### src/hw/rtl/scpr_pkg.sv
package scpr_pkg;

  // field widths
  localparam int unsigned PAGE_BITS   = 20;
  localparam int unsigned FAULT_BITS  = 32;
  localparam int unsigned FRAMES_BITS = 5;

  // default store depth and frame limit after reset
  localparam int unsigned           MAX_FRAMES   = 16;
  localparam logic [FRAMES_BITS-1:0] FRAMES_RESET = 5'd4;

  typedef struct packed {
    logic                 new_run;
    logic [PAGE_BITS-1:0] page_number;
  } req_t;

  typedef struct packed {
    logic                  page_fault;
    logic                  evicted_valid;
    logic [PAGE_BITS-1:0]  evicted_page;
    logic [FAULT_BITS-1:0] fault_count;
  } rsp_t;

endpackage

### src/hw/rtl/scpr_ram.sv
module scpr_ram #(
  parameter int unsigned Width = 8,
  parameter int unsigned Depth = 16,
  localparam int unsigned AddrBits = (Depth > 1) ? $clog2(Depth) : 1
) (
  input  logic                clk_i,
  input  logic                we_i,
  input  logic [AddrBits-1:0] waddr_i,
  input  logic [Width-1:0]    wdata_i,
  input  logic [AddrBits-1:0] raddr_i,
  output logic [Width-1:0]    rdata_o
);

  logic [Width-1:0] mem_q [Depth];

  // read returns the old contents on a same-address write
  always_ff @(posedge clk_i) begin
    rdata_o <= mem_q[raddr_i];
    if (we_i) begin
      mem_q[waddr_i] <= wdata_i;
    end
  end

endmodule

### src/hw/rtl/second_chance_page_replacement.sv
// second-chance page replacement over a small resident set
//
// input channel: a word on req_i (new_run, page_number) is taken at a clock edge
// where start is high and busy is low. one result word leaves on res_o,
// marked by a one-cycle done_o strobe; the receiver cannot hold it off,
// so the block never waits on the output side
// config channel: cfg_data_i (frames_in_use) is written when cfg_valid_i and
// cfg_ready_o are both high; ready is high whenever the block is idle
//
// operation: the resident pages sit in one memory with a registered read,
// swept one entry per cycle
//   hit:               pipelined compare sweep
//   miss with room:    sweep, then tail write
//   miss with full set: sweep, then the victim sweep clears bits
//                      and shifts the younger pages down in one pass, and
//                      wraps once when every bit was set
// done_o is high in the first cycle with busy low; the next word can be
// started in the cycle done_o is high
//
// reset empties the resident set, zeroes the fault count and sets the frame
// limit to four; memory contents are not cleared, only occupied entries are read
module second_chance_page_replacement import scpr_pkg::*; #(
  parameter int unsigned MaxFrames = MAX_FRAMES
) (
  input  logic                   clk_i,
  input  logic                   rst_ni,
  // command channel
  input  logic                   start,
  output logic                   busy,
  input  req_t                   req_i,
  // result channel
  output logic                   done_o,
  output rsp_t                   res_o,
  // frame limit register
  input  logic                   cfg_valid_i,
  output logic                   cfg_ready_o,
  input  logic [FRAMES_BITS-1:0] cfg_data_i
);

  localparam int unsigned IdxBits = (MaxFrames > 1) ? $clog2(MaxFrames) : 1;
  localparam int unsigned CntBits = $clog2(MaxFrames + 1);
  localparam int unsigned LimBits = (CntBits > FRAMES_BITS) ? CntBits : FRAMES_BITS;

  // one memory entry: reference bit on top of the page number
  typedef struct packed {
    logic                 refb;
    logic [PAGE_BITS-1:0] page;
  } entry_t;

  localparam int unsigned EntryBits = $bits(entry_t);

  localparam logic [1:0] ST_IDLE   = 2'd0;
  localparam logic [1:0] ST_SEARCH = 2'd1;
  localparam logic [1:0] ST_SCAN   = 2'd2;
  localparam logic [1:0] ST_TAIL   = 2'd3;

  // control state
  logic [1:0]            state_q, state_d;
  logic [CntBits-1:0]    occ_q, occ_d;        // resident page count
  logic [FAULT_BITS-1:0] faults_q, faults_d;  // faults since last new run
  logic [FRAMES_BITS-1:0] cfg_q, cfg_d;       // frames_in_use
  logic [CntBits-1:0]    cnt_q, cnt_d;        // read sweep address
  logic                  dv_q, dv_d;          // read data in flight
  logic                  dpass_q, dpass_d;    // pass tag of data in flight
  logic                  ipass_q, ipass_d;    // pass of the read sweep
  logic                  idone_q, idone_d;    // read sweep finished
  logic                  vf_q, vf_d;          // victim found
  logic                  vpass_q, vpass_d;    // pass in which the victim was found
  logic                  done_q, done_d;

  // payload
  logic [PAGE_BITS-1:0]  page_q, page_d;
  logic [PAGE_BITS-1:0]  evict_q, evict_d;
  logic [IdxBits-1:0]    didx_q, didx_d;      // index of data in flight
  logic [IdxBits-1:0]    tail_q, tail_d;      // where the new page goes
  rsp_t                  res_q, res_d;

  // memory port
  logic                  ram_we;
  logic [IdxBits-1:0]    ram_waddr;
  entry_t                ram_wdata;
  logic [IdxBits-1:0]    ram_raddr;
  logic [EntryBits-1:0]  ram_rdata;
  entry_t                rd_entry;

  logic [LimBits-1:0]    lim;
  logic                  room;
  logic [CntBits-1:0]    last;
  logic                  issue;
  logic                  hit;
  logic                  data_last;
  logic [FAULT_BITS-1:0] faults_inc;

  assign rd_entry = entry_t'(ram_rdata);

  // effective frame limit: zero acts as one, clamp to the store depth
  always_comb begin
    lim = LimBits'(cfg_q);
    if (cfg_q == '0) begin
      lim = LimBits'(1);
    end
    if (lim > LimBits'(MaxFrames)) begin
      lim = LimBits'(MaxFrames);
    end
  end

  assign room       = LimBits'(occ_q) < lim;
  assign last       = occ_q - CntBits'(1);
  assign data_last  = CntBits'(didx_q) == last;
  assign faults_inc = (&faults_q) ? faults_q : faults_q + FAULT_BITS'(1);

  always_comb begin
    state_d   = state_q;
    occ_d     = occ_q;
    faults_d  = faults_q;
    cfg_d     = cfg_q;
    cnt_d     = cnt_q;
    dv_d      = 1'b0;
    dpass_d   = dpass_q;
    ipass_d   = ipass_q;
    idone_d   = idone_q;
    vf_d      = vf_q;
    vpass_d   = vpass_q;
    done_d    = 1'b0;
    page_d    = page_q;
    evict_d   = evict_q;
    didx_d    = didx_q;
    tail_d    = tail_q;
    res_d     = res_q;
    ram_we    = 1'b0;
    ram_waddr = didx_q;
    ram_wdata = rd_entry;
    ram_raddr = cnt_q[IdxBits-1:0];
    issue     = 1'b0;
    hit       = 1'b0;

    if (cfg_valid_i && cfg_ready_o) begin
      cfg_d = cfg_data_i;
    end

    unique case (state_q)
      ST_IDLE: begin
        if (start) begin
          page_d  = req_i.page_number;
          cnt_d   = '0;
          state_d = ST_SEARCH;
          if (req_i.new_run) begin
            occ_d    = '0;
            faults_d = '0;
          end
        end
      end

      // pipelined compare sweep over the occupied entries
      ST_SEARCH: begin
        issue = cnt_q < occ_q;
        hit   = dv_q && (rd_entry.page == page_q);
        if (issue) begin
          cnt_d  = cnt_q + CntBits'(1);
          dv_d   = 1'b1;
          didx_d = cnt_q[IdxBits-1:0];
        end
        if (hit) begin
          // set the reference bit in place
          ram_we    = 1'b1;
          ram_waddr = didx_q;
          ram_wdata = '{refb: 1'b1, page: page_q};
          done_d    = 1'b1;
          res_d     = '{page_fault: 1'b0, evicted_valid: 1'b0,
                        evicted_page: '0, fault_count: faults_q};
          dv_d      = 1'b0;
          state_d   = ST_IDLE;
        end else if (!issue) begin
          // miss
          faults_d = faults_inc;
          vf_d     = 1'b0;
          dv_d     = 1'b0;
          if (room) begin
            tail_d  = occ_q[IdxBits-1:0];
            occ_d   = occ_q + CntBits'(1);
            state_d = ST_TAIL;
          end else begin
            tail_d  = last[IdxBits-1:0];
            cnt_d   = '0;
            ipass_d = 1'b0;
            idone_d = 1'b0;
            vpass_d = 1'b0;
            state_d = ST_SCAN;
          end
        end
      end

      // victim sweep: clear set bits ahead of the victim, shift the rest down
      ST_SCAN: begin
        if (!idone_q) begin
          dv_d    = 1'b1;
          didx_d  = cnt_q[IdxBits-1:0];
          dpass_d = ipass_q;
          if (cnt_q == last) begin
            cnt_d = '0;
            if (ipass_q) begin
              idone_d = 1'b1;
            end else begin
              ipass_d = 1'b1;
            end
          end else begin
            cnt_d = cnt_q + CntBits'(1);
          end
        end
        if (dv_q) begin
          if (!vf_q) begin
            // on the second pass every bit is already clear
            if (rd_entry.refb && !dpass_q) begin
              ram_we    = 1'b1;
              ram_waddr = didx_q;
              ram_wdata = '{refb: 1'b0, page: rd_entry.page};
            end else begin
              vf_d    = 1'b1;
              vpass_d = dpass_q;
              evict_d = rd_entry.page;
              if (data_last) begin
                state_d = ST_TAIL;
              end
            end
          end else if (dpass_q == vpass_q) begin
            ram_we    = 1'b1;
            ram_waddr = didx_q - IdxBits'(1);
            ram_wdata = rd_entry;
            if (data_last) begin
              state_d = ST_TAIL;
            end
          end
        end
      end

      ST_TAIL: begin
        ram_we    = 1'b1;
        ram_waddr = tail_q;
        ram_wdata = '{refb: 1'b0, page: page_q};
        done_d    = 1'b1;
        res_d     = '{page_fault: 1'b1, evicted_valid: vf_q,
                      evicted_page: vf_q ? evict_q : '0, fault_count: faults_q};
        state_d   = ST_IDLE;
      end

      default: begin
        state_d = ST_IDLE;
      end
    endcase
  end

  always_ff @(posedge clk_i or negedge rst_ni) begin
    if (!rst_ni) begin
      state_q  <= ST_IDLE;
      occ_q    <= '0;
      faults_q <= '0;
      cfg_q    <= FRAMES_RESET;
      cnt_q    <= '0;
      dv_q     <= 1'b0;
      dpass_q  <= 1'b0;
      ipass_q  <= 1'b0;
      idone_q  <= 1'b0;
      vf_q     <= 1'b0;
      vpass_q  <= 1'b0;
      done_q   <= 1'b0;
    end else begin
      state_q  <= state_d;
      occ_q    <= occ_d;
      faults_q <= faults_d;
      cfg_q    <= cfg_d;
      cnt_q    <= cnt_d;
      dv_q     <= dv_d;
      dpass_q  <= dpass_d;
      ipass_q  <= ipass_d;
      idone_q  <= idone_d;
      vf_q     <= vf_d;
      vpass_q  <= vpass_d;
      done_q   <= done_d;
    end
  end

  always_ff @(posedge clk_i) begin
    page_q  <= page_d;
    evict_q <= evict_d;
    didx_q  <= didx_d;
    tail_q  <= tail_d;
    res_q   <= res_d;
  end

  // page store
  scpr_ram #(
    .Width (EntryBits),
    .Depth (MaxFrames)
  ) u_page_ram (
    .clk_i   (clk_i),
    .we_i    (ram_we),
    .waddr_i (ram_waddr),
    .wdata_i (ram_wdata),
    .raddr_i (ram_raddr),
    .rdata_o (ram_rdata)
  );

  assign busy        = state_q != ST_IDLE;
  assign cfg_ready_o = state_q == ST_IDLE;
  assign done_o      = done_q;
  assign res_o       = res_q;

`ifndef SYNTHESIS
  // occupancy never exceeds the store depth
  assert property (@(posedge clk_i) disable iff (!rst_ni)
    occ_q <= CntBits'(MaxFrames))
    else $error("occupancy above store depth");

  // the victim sweep only runs over a non-empty set
  assert property (@(posedge clk_i) disable iff (!rst_ni)
    (state_q == ST_SCAN) |-> (occ_q != '0))
    else $error("victim sweep on an empty set");

  // a result only follows a busy cycle
  assert property (@(posedge clk_i) disable iff (!rst_ni)
    done_q |-> $past(state_q != ST_IDLE))
    else $error("result without work");

  // nothing writes the store while idle
  assert property (@(posedge clk_i) disable iff (!rst_ni)
    (state_q == ST_IDLE) |-> !ram_we)
    else $error("store write while idle");

  // a miss ending in eviction leaves the set as full as before
  assert property (@(posedge clk_i) disable iff (!rst_ni)
    (state_q == ST_TAIL && vf_q) |=> $stable(occ_q))
    else $error("eviction changed occupancy");
`endif

endmodule

### config.mk
export PLATFORM = sky130hd
export DESIGN_NAME = second_chance_page_replacement
export DESIGN_NICKNAME = d
export VERILOG_FILES = /design/src/hw/rtl/scpr_pkg.sv /design/src/hw/rtl/scpr_ram.sv /design/src/hw/rtl/second_chance_page_replacement.sv
export SDC_FILE = /design/constraint.sdc
export NUM_CORES = 1
export LEC_CHECK = 0
export ABC_AREA = 1
export BUFFER_PORTS_ARGS = -buffer_cell sky130_fd_sc_hd__buf_2
export CAP_MARGIN = 5
export CELL_PAD_IN_SITES_DETAIL_PLACEMENT = 1
export CELL_PAD_IN_SITES_GLOBAL_PLACEMENT = 2
export CORE_ASPECT_RATIO = 2
export CORE_UTILIZATION = 40
export CTS_CLUSTER_SIZE = 40
export DETAILED_ROUTE_END_ITERATION = 10
export GPL_TIMING_DRIVEN = 0
export PLACE_DENSITY_LB_ADDON = 0.1
export SLEW_MARGIN = 10
export SYNTH_ARGS = -nofsm -noshare
export SYNTH_HDL_FRONTEND = slang
export SYNTH_HIERARCHICAL = 1
export SYNTH_SLANG_ARGS = --single-unit
### constraint.sdc
create_clock -name clk_i -period 5.9 [get_ports clk_i]
set_input_delay 0.59 -clock clk_i [delete_from_list [all_inputs] [get_ports clk_i]]
set_output_delay 0.59 -clock clk_i [all_outputs]
set_load 0.05 [all_outputs]
; ---- Yosys cells after proc, flatten, opt, wreduce, memory -nomap -nowiden
; Memories as Yosys holds them, arrays and structs flattened. A register that Yosys moved wholly into a read port is not among the register bits.
; Index checks and enable logic that the tools add are counted.
[word_totals]
mem_bits_rw = 336
out_inout_bits = 57
mem_bits_ro = 0
latchBits = 0
register_bits = 158
word_cells = 165
n_memories = 1
[mem_list]
columns = name, words, word_bits, read_ports, rd_ports_with_merged_regs, write_ports, line
row1 = u_page_ram.mem_q, 16, 21, 1, 1, 1, scpr_ram.sv:14  ; logic [Width-1:0] mem_q [Depth];
[op_classes]
n_lt_le_gt_ge = 3
n_addsub = 5
eq_ne = 24
multipliers = 0
muxes = 81
shift = 0
n_bitwise = 5
reduce_logical = 26
n_div = 0
[op_table]
columns = operator, count
row1 = $mux W32, 5
row2 = $pmux W54 S2, 1
row3 = $mux W21, 4
row4 = $mux W5, 14
row5 = $pmux W32 S2, 1
row6 = $pmux W21 S3, 1
row7 = $mux W54, 1
row8 = $add A32 B1 Y32 const B, 1
row9 = $reduce_and A32 Y1, 1
row10 = $ne A2 B2 Y1 const B, 14
row11 = $mux W1, 27
row12 = $mux W4, 6
row13 = $eq A20 B20 Y1, 1
row14 = $mux W20, 1
row15 = $reduce_and A6 Y1, 3
row16 = $mux W2, 8
row17 = $pmux W4 S2, 2
row18 = $pmux W5 S3, 1
row19 = $pmux W1 S2, 6
row20 = $reduce_and A4 Y1, 3
row21 = $add A5 B1 Y5 const B, 2
row22 = $lt A5 B5 Y1, 2
row23 = $pmux W5 S2, 1
row24 = $ne A3 B3 Y1 const B, 3
row25 = other kinds (21), 35

; ---- Depth between registers and ports, before layout
; Gate-level depths: netlist of run 1.
[depth]
depth_word = 9
mapped_depth = 15
mapped_depth_nobuf = 15

; ---- Cells and area by module
; Netlist of run 1, hierarchy kept.
[modules_own_cells]
columns = mod, area_each_um2, cells_per_inst, n_inst
row1 = scpr_ram, 14924.3, 1401, 1
row2 = second_chance_page_replacement, 8698.3, 1085, 1

; ---- Least setup slack after synthesis of run 1
; Ideal clock, no wire load.
[synth_path]
path_type = register to register
start = register state_q[0]
end = register res_q (netlist bit res_o[0]) (enable)
path_slack_ns = 1.621
path_stages_with_launch = 6
arrival_ns = 3.796
required_ns = 5.416
cell_sequence = dfrtp_1 ha_1 clkbuf_1 inv_1 clkbuf_1 a21oi_1
[synth_via]
elab_chain_len = 3
elab_cells_between_ends = 5
classes_between = eq/ne: 3 / reduce/logical: 2
[synth_lines]
columns = element, line
row1 = start: declaration, second_chance_page_replacement.sv:58  ; logic [1:0] state_q, state_d;
row2 = start signal: assignment, second_chance_page_replacement.sv:267  ; state_q <= state_d;
row3 = $eq A2 B1 Y1 / $eq A2 B2 Y1 (equally long branches), second_chance_page_replacement.sv:141  ; unique case (state_q)
row4 = $ne A2 B2 Y1 (no source line) / $reduce_bool A2 Y1 (equally long branches), -
row5 = $reduce_and A2 Y1 (no source line) (*), -
row6 = end signal: assignment, second_chance_page_replacement.sv:287  ; res_q <= res_d;
row7 = end: declaration, second_chance_page_replacement.sv:76  ; rsp_t res_q, res_d;
; Mark *: on every way between the ends. The rest lies on a longest branch, timed or not.
; A chain may end at the register's enable or synchronous reset.

; ---- Worst setup path in the final report of run 1
[layout_path]
start = register state_q[0]
end = memory u_page_ram/mem_q[7][14] (netlist name) (enable)
[layout_via]
elab_chain_len = 4
elab_cells_between_ends = 7
classes_between = eq/ne: 3 / mux: 4
[layout_lines]
columns = element, line
row1 = $eq A2 B2 Y1 / $eq A2 B1 Y1 (equally long branches), second_chance_page_replacement.sv:141
row2 = $pmux W1 S3 (*), second_chance_page_replacement.sv:141
row3 = via ram_we, second_chance_page_replacement.sv:79  ; logic ram_we;
row4 = $mux W1 (*), scpr_ram.sv:19  ; if (we_i) begin
row5 = $mux W1 (not written as such) (*), scpr_ram.sv:20  ; mem_q[waddr_i] <= wdata_i;
row6 = end: declaration, scpr_ram.sv:14
; Mark *: on every way through the listed nets, which the timed path passes. The rest lies on a longest branch.

==> results of run 1 <==
## cell usage after synthesis, drive strengths merged, types with 2 or more instances
| cell | number |
|---|---|
| a21o | 2 |
| a21oi | 36 |
| a22oi | 3 |
| a31oi | 2 |
| buf | 68 |
| clkbuf | 31 |
| dfrtp | 55 |
| dfxtp | 21 |
| edfxtp | 438 |
| ha | 18 |
| inv | 392 |
| mux2 | 3 |
| nand2 | 800 |
| nand3 | 331 |
| nand3b | 5 |
| nand4 | 9 |
| nor2 | 155 |
| nor3 | 16 |
| o21ai | 45 |
| o22ai | 19 |
| xnor2 | 9 |
| xor2 | 20 |
## through the flow
| step | power [uW] | worst slack (ps) |
|---|---|---|
| after floorplan | 7940 | 1620 |
| after global placement | 9530 | -120 |
| after detailed placement | 9890 | 1920 |
| after CTS | 13100 | 1860 |
| after global routing | 13600 | 1650 |
| final | 12900 | 1880 |
## cell type report
type                    count  area, sq um  share of cell area, %
multi-input cells        1479         6750                   24.8
plain buffers              99          577                   2.11
well taps                 762          953                   3.49
flip-flops and latches    515        15000                   54.9
clock inverters            29          213                  0.780
repair buffers            121          950                   3.48
clock buffers              63         1380                   5.07
inverters                 393         1480                   5.42
## worst min-delay path by stage
| stage | cells past startpoint | end | from | slack [ps] |
|---|---|---|---|---|
| after floorplan | 0 | asynchronous set/reset pin | rst_ni | 290 |
| after global placement | 0 | res_o[12]$_DFFE_PP_ | faults_q[12]$_DFFE_PN0P_ | 470 |
| after detailed placement | 1 | occ_q[4]$_DFFE_PN0P_ | rst_ni | 430 |
| after CTS | 1 | page_q[13]$_DFFE_PP_ | req_i[13] | 130 |
| after global routing | 1 | page_q[13]$_DFFE_PP_ | req_i[13] | 150 |
| final | 1 | page_q[12]$_DFFE_PP_ | req_i[12] | 170 |
## where the power goes
group / switching [uW] / internal [uW] / total, uW
Sequential: 265 / 5030 / 5300
Combinational: 3410 / 1050 / 4460
Clock: 1420 / 1750 / 3170
## flip-flops by register name, indices dropped and copies added (netlist names), 4 cells and up, named ones only
| name | count |
|---|---|
| res_o | 54 |
| u_page_ram/rdata_o | 21 |
| tail_q | 4 |
| didx_q | 4 |
| cnt_q | 5 |
| evict_q | 20 |
| faults_q | 32 |
| cfg_q | 5 |
| page_q | 20 |
| u_page_ram/mem_q | 336 |
| occ_q | 5 |
## cell families after synthesis
kind of cell               Yosys count  synth area share [%]
muxes                                3                 0.143
xor gates and xnor gates            29                  1.08
adders and majority gates           18                 0.953
AOI/OAI and AO/OA                  110                  2.59
and+or+nand+nor                   1319                  23.1
buffers and inverters              492                  8.70
DFF                                515                  63.4
## per-layer routing
| metal | global-route usage (%) | vias up |
|---|---|---|
| li1 | - | 8354 |
| met1 | 25.7 | 8707 |
| met2 | 54.9 | 438 |
| met3 | 2.59 | 205 |
| met4 | 16.0 | 0 |
| met5 | 0 | - |
==> results.toml, run 1 <==
[outcome]
outcome = "completed"

[cells_and_area]
area_delta_synth_final_pct = 15.5
mostFrequentLayoutCells = "nand2_1 (798), edfxtp_1 (438), inv_1 (385)"
final_core_util_pct = 46.9
final_common_cell = "nand2_1"
diodes = 0
final_cells = 3461
fin_area_sq_um = 27300
num-nets-final = 2707
fillCellCount = 6638
layout-drive-gt1-share_pct = 11.4

[setup_path]
worstPathRequired_ps = 6180
worst-r2r-cell-count = 10
crit_family = "buffers and inverters"
cp.buffers_inverters = 5
cp_data_arrival_time_ps = 4310
r2r_setup_slack_ps = 1880
critPathKind = "register to register"
rr_endpoint = "u_page_ram/mem_q[7][14]$_DFFE_PP_"
critPathSlowestCell = "clkbuf_1"
startpoint = "state_q[0]$_DFFE_PN0P_"
critPathLaunchType = "register"
path_cells = "ha_1 > clkbuf_1 > inv_1 > clkbuf_1 > nand2_1 > o21ai_0 > inv_1 > nand3b_1 > nor2_4 > buf_12"
critical-path-max-stage-delay_ps = 580
worst-path-stages = 10
critical_path.endpoint_type = "register"
r2r_start = "state_q[0]$_DFFE_PN0P_"
cp_max_fo = 17
crit_end = "u_page_ram/mem_q[7][14]$_DFFE_PP_"

[synthesis]
ys_seq_area_share_pct = 63.4
synthArstFlopShare_pct = 10.9
synth_edf_count = 438
synth_fp_nets = 2534
yosys_warnings = 6
synth_cells = 2486
ys_ff_latch = 515
yosysTopAreaCellShare_pct = 55.7
netlist_area_sq_um = 23600
synth_cell_type_count = 45
synthFlopType = "edfxtp_1"
ys_top_cells_by_area = "edfxtp_1 (56%), nand2_1 (13%), nand3_1 (7.0%)"
yosysTopAreaCell = "edfxtp_1"
syn_avg_cell_area_sq_um = 9.50

[sta]
hold_viol = 0
fmax_ghz = 0.249
finClkSkew_ps = 17.9
worst_pin_slew_ps = 1230
hold_ws_ps = 166
post-route-min-period_ps = 4020
rsz0062_at_grt = "no"
drv_slew = 0
layout_worst_path_cycle_share_pct = 68.2
slew_headroom_pct = 17.9
fin_setup_tns_ps = 0
report.final.setup_viol = 0

[clocking]
h-tree-depth = 2
hold_buffers = 1
clock_path_buffers = 3
cts_tree = "done"
cts_root_buffer = "clkbuf_16"
clkLatencyLatePin_ps = 600
numCtsBuffers = 50
post_cts_resized = 0
cts_setup_buffers = 0
clk_pin_slew_ps = 70
cts_sinks = 515

[global_route]
grt_pass1_wl_um = 119000
gr-total-overflow = 0
grt.total_usage_pct = 27.2
antenna_found_initial = 1
grt_pass1_vias = 19068
grt_max_degree = 51

[floorplan]
die_w_um = 174
die_height_um = 346
die-area_sq_um = 60100
start_util_pct = 40.6
rows = 125
ios = 87
core_area_sq_um = 58200

[drt]
met2_length_um = 45900
num_vias = 17704
first_pass_iters = 4
ant_nets = 0
wl_met3_um = 2490
drtIter0Drc = 797
wl_met1_um = 26600
drcViolationCount = 0
wl_per_cell_um = 23.2
top_layer_used = "met4"
vias_per_cell = 5.12
finalWirelength_um = 80100

[place]
port_buffers = 86
gp_congestion = 0.912
dp.cells = 3368
dp_hpwl_um = 61300
place_area_sq_um = 25700

[pwr]
leakage_uw = 0.0118
power_density_nw_per_um2 = 474
power.ir.vdd_worst_v = 0.000253

[hold_path]
hold_class = "input pin to register"

[flow_run]
cap_violations = 0
Note: power is estimated with default switching activity, not from simulation.
==> run 2: changes to the inputs <==
Clock period 5.9 ns to 3.95 ns, I/O delays scaled along.
==> results.toml, run 2 (synthesis gave the netlist of run 1 again) <==
[outcome]
outcome = "completed"

[clocking]
cts_root_buffer = "clkbuf_16"
h-tree-depth = 2
numCtsBuffers = 49
clock_path_buffers = 3
cts_sinks = 515
cts_tree = "done"
post_cts_resized = 0
clk_pin_slew_ps = 70
clkLatencyLatePin_ps = 600

[drt]
drcViolationCount = 0
drtIter0Drc = 774
wl_per_cell_um = 23.1
vias_per_cell = 5.09
num_vias = 17691
ant_nets = 0
first_pass_iters = 5
finalWirelength_um = 80300

[pwr]
swShare_pct = 39.4
p_comb_share_pct = 34.5
p_clk_share_pct = 24.8
p_switching_uw = 7650
leakage_uw = 0.0119
power.ir.vdd_worst_v = 0.000380
p_seq_share_pct = 40.7
power_density_nw_per_um2 = 707
internal-power_uw = 11800
power_uw = 19400

[setup_path]
worstPathRequired_ps = 4280
cpMostUsedCell = "inv_1"
cp_data_arrival_time_ps = 4070
critPathKind = "register to register"
critical_path.endpoint_type = "register"
cp.buffers_inverters = 4
cp_max_fo = 19
critPathSlowestCell = "clkbuf_1"
path_cells = "ha_1 > inv_1 > clkbuf_1 > nand2_1 > o21ai_0 > inv_1 > nand3b_1 > nor2_4 > buf_12"
crit_family = "buffers and inverters"
critPathLaunchType = "register"
critical-path-max-stage-delay_ps = 770

[floorplan]
die_w_um = 174
rows = 125
core_area_sq_um = 58200
start_util_pct = 40.6
die-area_sq_um = 60100
die_height_um = 346
ios = 87

[sta]
finClkSkew_ps = 29.7
layout_worst_path_cycle_share_pct = 94.8
fin_setup_tns_ps = 0
slew_headroom_pct = 22.5
report.final.setup_viol = 0
hold_ws_ps = 40.7
hold_viol = 0
drv_slew = 0
post-route-min-period_ps = 3740
fmax_ghz = 0.267
rsz0062_at_grt = "no"
worst_pin_slew_ps = 1160

[cells_and_area]
multiInputGateArea_sq_um = 6750
largest_reg_flops = 336
diodes = 0
ff_latch_area_sq_um = 15000
top_register = "u_page_ram/mem_q"
mostFrequentLayoutCells = "nand2_1 (798), edfxtp_1 (438), inv_1 (385)"
final_common_cell = "nand2_1"
area_delta_synth_final_pct = 16.2
num-nets-final = 2722
fillCellCount = 6616
layout-drive-gt1-share_pct = 11.3
final_cells = 3475

[global_route]
grt_max_degree = 51
gr-total-overflow = 0
grt_pass1_wl_um = 119000
grt_pass1_vias = 19089
antenna_found_initial = 0
grt.total_usage_pct = 27.1

[place]
gp_congestion = 0.940
dp.cells = 3369
port_buffers = 86
dp_hpwl_um = 61800

[hold_path]
hold_class = "input pin to register"

[flow_run]
cap_violations = 0
[run 2: cell type report]
cell class                      count  area share, %
Sequential cell                   515           54.5
Multi-Input combinational cell   1479           24.6
Inverter                          393           5.38
Clock buffer                       56           4.75
Timing Repair Buffer              138           4.07
Tap cell                          762           3.47
Buffer                             98           2.09
Clock inverter                     34           1.11
[run 2: worst paths after layout]
kind	startpoint	end	slack, ps	cells past startpoint
hold / removal	cfg_data_i[1]	cfg_q[1]$_DFFE_PN0P_	40	2
setup reg to reg	state_q[0]$_DFFE_PN0P_	u_page_ram/mem_q[7][16]$_DFFE_PP_	210	9
max in group asynchronous	rst_ni	faults_q[13]$_DFFE_PN0P_	3250	3
min in group asynchronous	rst_ni	occ_q[4]$_DFFE_PN0P_	170	2
hold reg to reg	faults_q[12]$_DFFE_PN0P_	res_o[12]$_DFFE_PP_	490	0
setup / recovery	state_q[0]$_DFFE_PN0P_	u_page_ram/mem_q[7][16]$_DFFE_PP_	210	9
[run 2: through the flow]
stage	utilization, %	setup WS, ps	instance area [sq um]
6_report	47.2	207	27500
3_3_place_gp	43.0	-1320	25000
3_5_place_dp	44.1	62.3	25700
5_1_grt	47.2	99.0	27500
2_1_floorplan	-	716	23600
4_1_cts	47.2	37.7	27500
[run 2: per-layer routing]
layer | global-route usage [%] | share of wire (%) | up-vias
li1 | - | - | 8403
met1 | 25.2 | 33 | 8685
met2 | 55.8 | 58 | 405
met3 | 2.62 | 3.0 | 198
met4 | 14.9 | 5.9 | 0
met5 | 0 | 0 | -
[run 2: what timing repair did]
action / CTS / global route
endpoints found under the setup margin: 0 / 205
setup buffers: 0 / 0
hold buffers: 17 / 0
hold endpoints to repair: 71 / 0
[run 2: power by group through the flow]
stage | Combinational, uW | Clock (uW) | Sequential, uW
finish | 6690 | 4820 | 7900
global route | 7260 | 5070 | 7960
CTS | 6790 | 4920 | 7910
detailed placement | 6760 | 0 | 8020
global placement | 6130 | 0 | 8110
floorplan | 3220 | 0 | 8640
[run 2: worst reg2reg max path: stages (launching register included)]
cell and delay, ps:
dfrtp_1 460, ha_1 480, inv_1 220, clkbuf_1 770, nand2_1 220, o21ai_0 400, inv_1 160, nand3b_1 440
nor2_4 110, buf_12 190
==> run 3: changes to the inputs <==
Settings changed: PLACE_DENSITY from default to 0.82, PLACE_DENSITY_LB_ADDON 0.1 to default.
==> results.toml, run 3 (synthesis gave the netlist of run 1 again) <==
[outcome]
outcome = "completed"

[setup_path]
path_cells = "ha_1 > clkbuf_1 > buf_1 > a21oi_1 > o21ai_1"
cp_data_arrival_time_ps = 3860
cp_max_fo = 16
r2r_setup_slack_ps = 350
critical_path.endpoint_type = "register"
rr_endpoint = "u_page_ram/mem_q[6][5]$_DFFE_PP_"
r2r_start = "state_q[0]$_DFFE_PN0P_"
critPathLaunchType = "register"
worstPathRequired_ps = 4210
critPathSlowestCell = "o21ai_1"
critical-path-max-stage-delay_ps = 820
worst-r2r-cell-count = 5
critPathKind = "register to register"

[floorplan]
core_area_sq_um = 58200
rows = 125
die_height_um = 346
ios = 87
die-area_sq_um = 60100
start_util_pct = 40.6
die_w_um = 174

[drt]
num_vias = 17861
drtIter0Drc = 784
finalWirelength_um = 79900
drcViolationCount = 0
wl_per_cell_um = 23.0
first_pass_iters = 7
vias_per_cell = 5.15
ant_nets = 0

[clocking]
numCtsBuffers = 47
clock_path_buffers = 3
clk_pin_slew_ps = 60
cts_sinks = 515
clkLatencyLatePin_ps = 610
cts_tree = "done"
cts_root_buffer = "clkbuf_16"
h-tree-depth = 2

[hold_path]
holdPathStages = 1
hold_class = "input pin to register"
holdPathEnd = "page_q[13]$_DFFE_PP_"
min_from = "req_i[13]"

[sta]
fin_setup_tns_ps = 0
hold_ws_ps = 41.5
rsz0062_at_grt = "no"
report.final.setup_viol = 0
fmax_ghz = 0.277
layout_worst_path_cycle_share_pct = 91.3
finClkSkew_ps = 30.0
slew_headroom_pct = 23.5
hold_viol = 0
post-route-min-period_ps = 3600
worst_pin_slew_ps = 1150
fin_ws_ps = 345
drv_slew = 0

[place]
port_buffers = 86
dp.cells = 3364
place_area_sq_um = 25600
pre_cts_ws_ps = -240
dp_hpwl_um = 60700
gp_congestion = 0.940

[cells_and_area]
layout-drive-gt1-share_pct = 11.6
fillCellCount = 6633
mostFrequentLayoutCells = "nand2_1 (798), edfxtp_1 (438), inv_1 (385)"
diodes = 0
fin_area_sq_um = 27500
num-nets-final = 2719
top_register = "u_page_ram/mem_q"
largest_reg_flops = 336
final_cells = 3471
final_common_cell = "nand2_1"
area_delta_synth_final_pct = 16.2

[global_route]
gr-total-overflow = 0
grt_pass1_wl_um = 118000
grt_max_degree = 48
grt_pass1_vias = 19340
grt.total_usage_pct = 27.0
antenna_found_initial = 2

[pwr]
power_density_nw_per_um2 = 704
power.ir.vdd_worst_v = 0.000305
leakage_uw = 0.0119

[flow_run]
cap_violations = 0
[run 3: how the worst max path moves through the flow]
stage | startpoint | endpoint | slack (ps) | cells after the start
after global routing | register | u_page_ram/mem_q[7][5]$_DFFE_PP_ | 10 | 6
after CTS | state_q[0]$_DFFE_PN0P_ | u_page_ram/mem_q[8][16]$_DFFE_PP_ | 40 | 8
final | state_q[0]$_DFFE_PN0P_ | u_page_ram/mem_q[6][5]$_DFFE_PP_ | 350 | 5
after global placement | state_q[0]$_DFFE_PN0P_ | u_page_ram/mem_q[12][19]$_DFFE_PP_ | -1480 | 9
after floorplan | state_q[0]$_DFFE_PN0P_ | u_page_ram/mem_q[4][0]$_DFFE_PP_ | 720 | 8
after detailed placement | state_q[0]$_DFFE_PN0P_ | u_page_ram/mem_q[11][15]$_DFFE_PP_ | -240 | 9
[run 3: stage by stage]
step | utilization, % | total power [uW]
floorplan | - | 11900
detailed placement | 44.1 | 14600
global route | 47.2 | 20200
global placement | 43.0 | 14100
CTS | 47.2 | 19500
finish | 47.2 | 19300
[run 3: area by class of cell]
type | count | area, sq um | share of cell area (%)
clock buffer | 52 | 1200 | 4.39
timing repair buffer | 138 | 1110 | 4.06
inverter | 393 | 1480 | 5.38
buffer | 96 | 566 | 2.06
multi-input combinational | 1480 | 6770 | 24.6
clock inverter | 35 | 403 | 1.47
tap | 762 | 953 | 3.47
sequential | 515 | 15000 | 54.5
[run 3: layer usage]
layer / vias up / wire [um] / global-route usage (%)
li1: 8384 / - / -
met1: 8676 / 26100 / 24.8
met2: 525 / 44400 / 53.4
met3: 276 / 2500 / 2.35
met4: 0 / 6890 / 20.7
met5: - / 0 / 0
[run 3: what timing repair did]
item                                    CTS  global route
cloned                                    1             0
hold buffers                             16             0
pin swaps                                 2             0
endpoints found under the hold margin    70             0
endpoints found under the setup margin   38            21
buffers inserted                          3             3
gates resized for setup                   1             1
[run 3: power by group]
| group | switching (uW) | internal (uW) | leakage (uW) |
|---|---|---|---|
| sequential | 393 | 7520 | 0.00497 |
| clock | 2130 | 2690 | 0.000778 |
| combinational | 5060 | 1540 | 0.00614 |
[run 3: worst max-delay path, delay by kind of cell (launching register included)]
kind,cells,cell delay [ps]
adder cells (fa/ha/maj),1,440
buffers and inverters,2,1330
AO/OA/AOI/OAI,2,1010
flip-flops,1,480
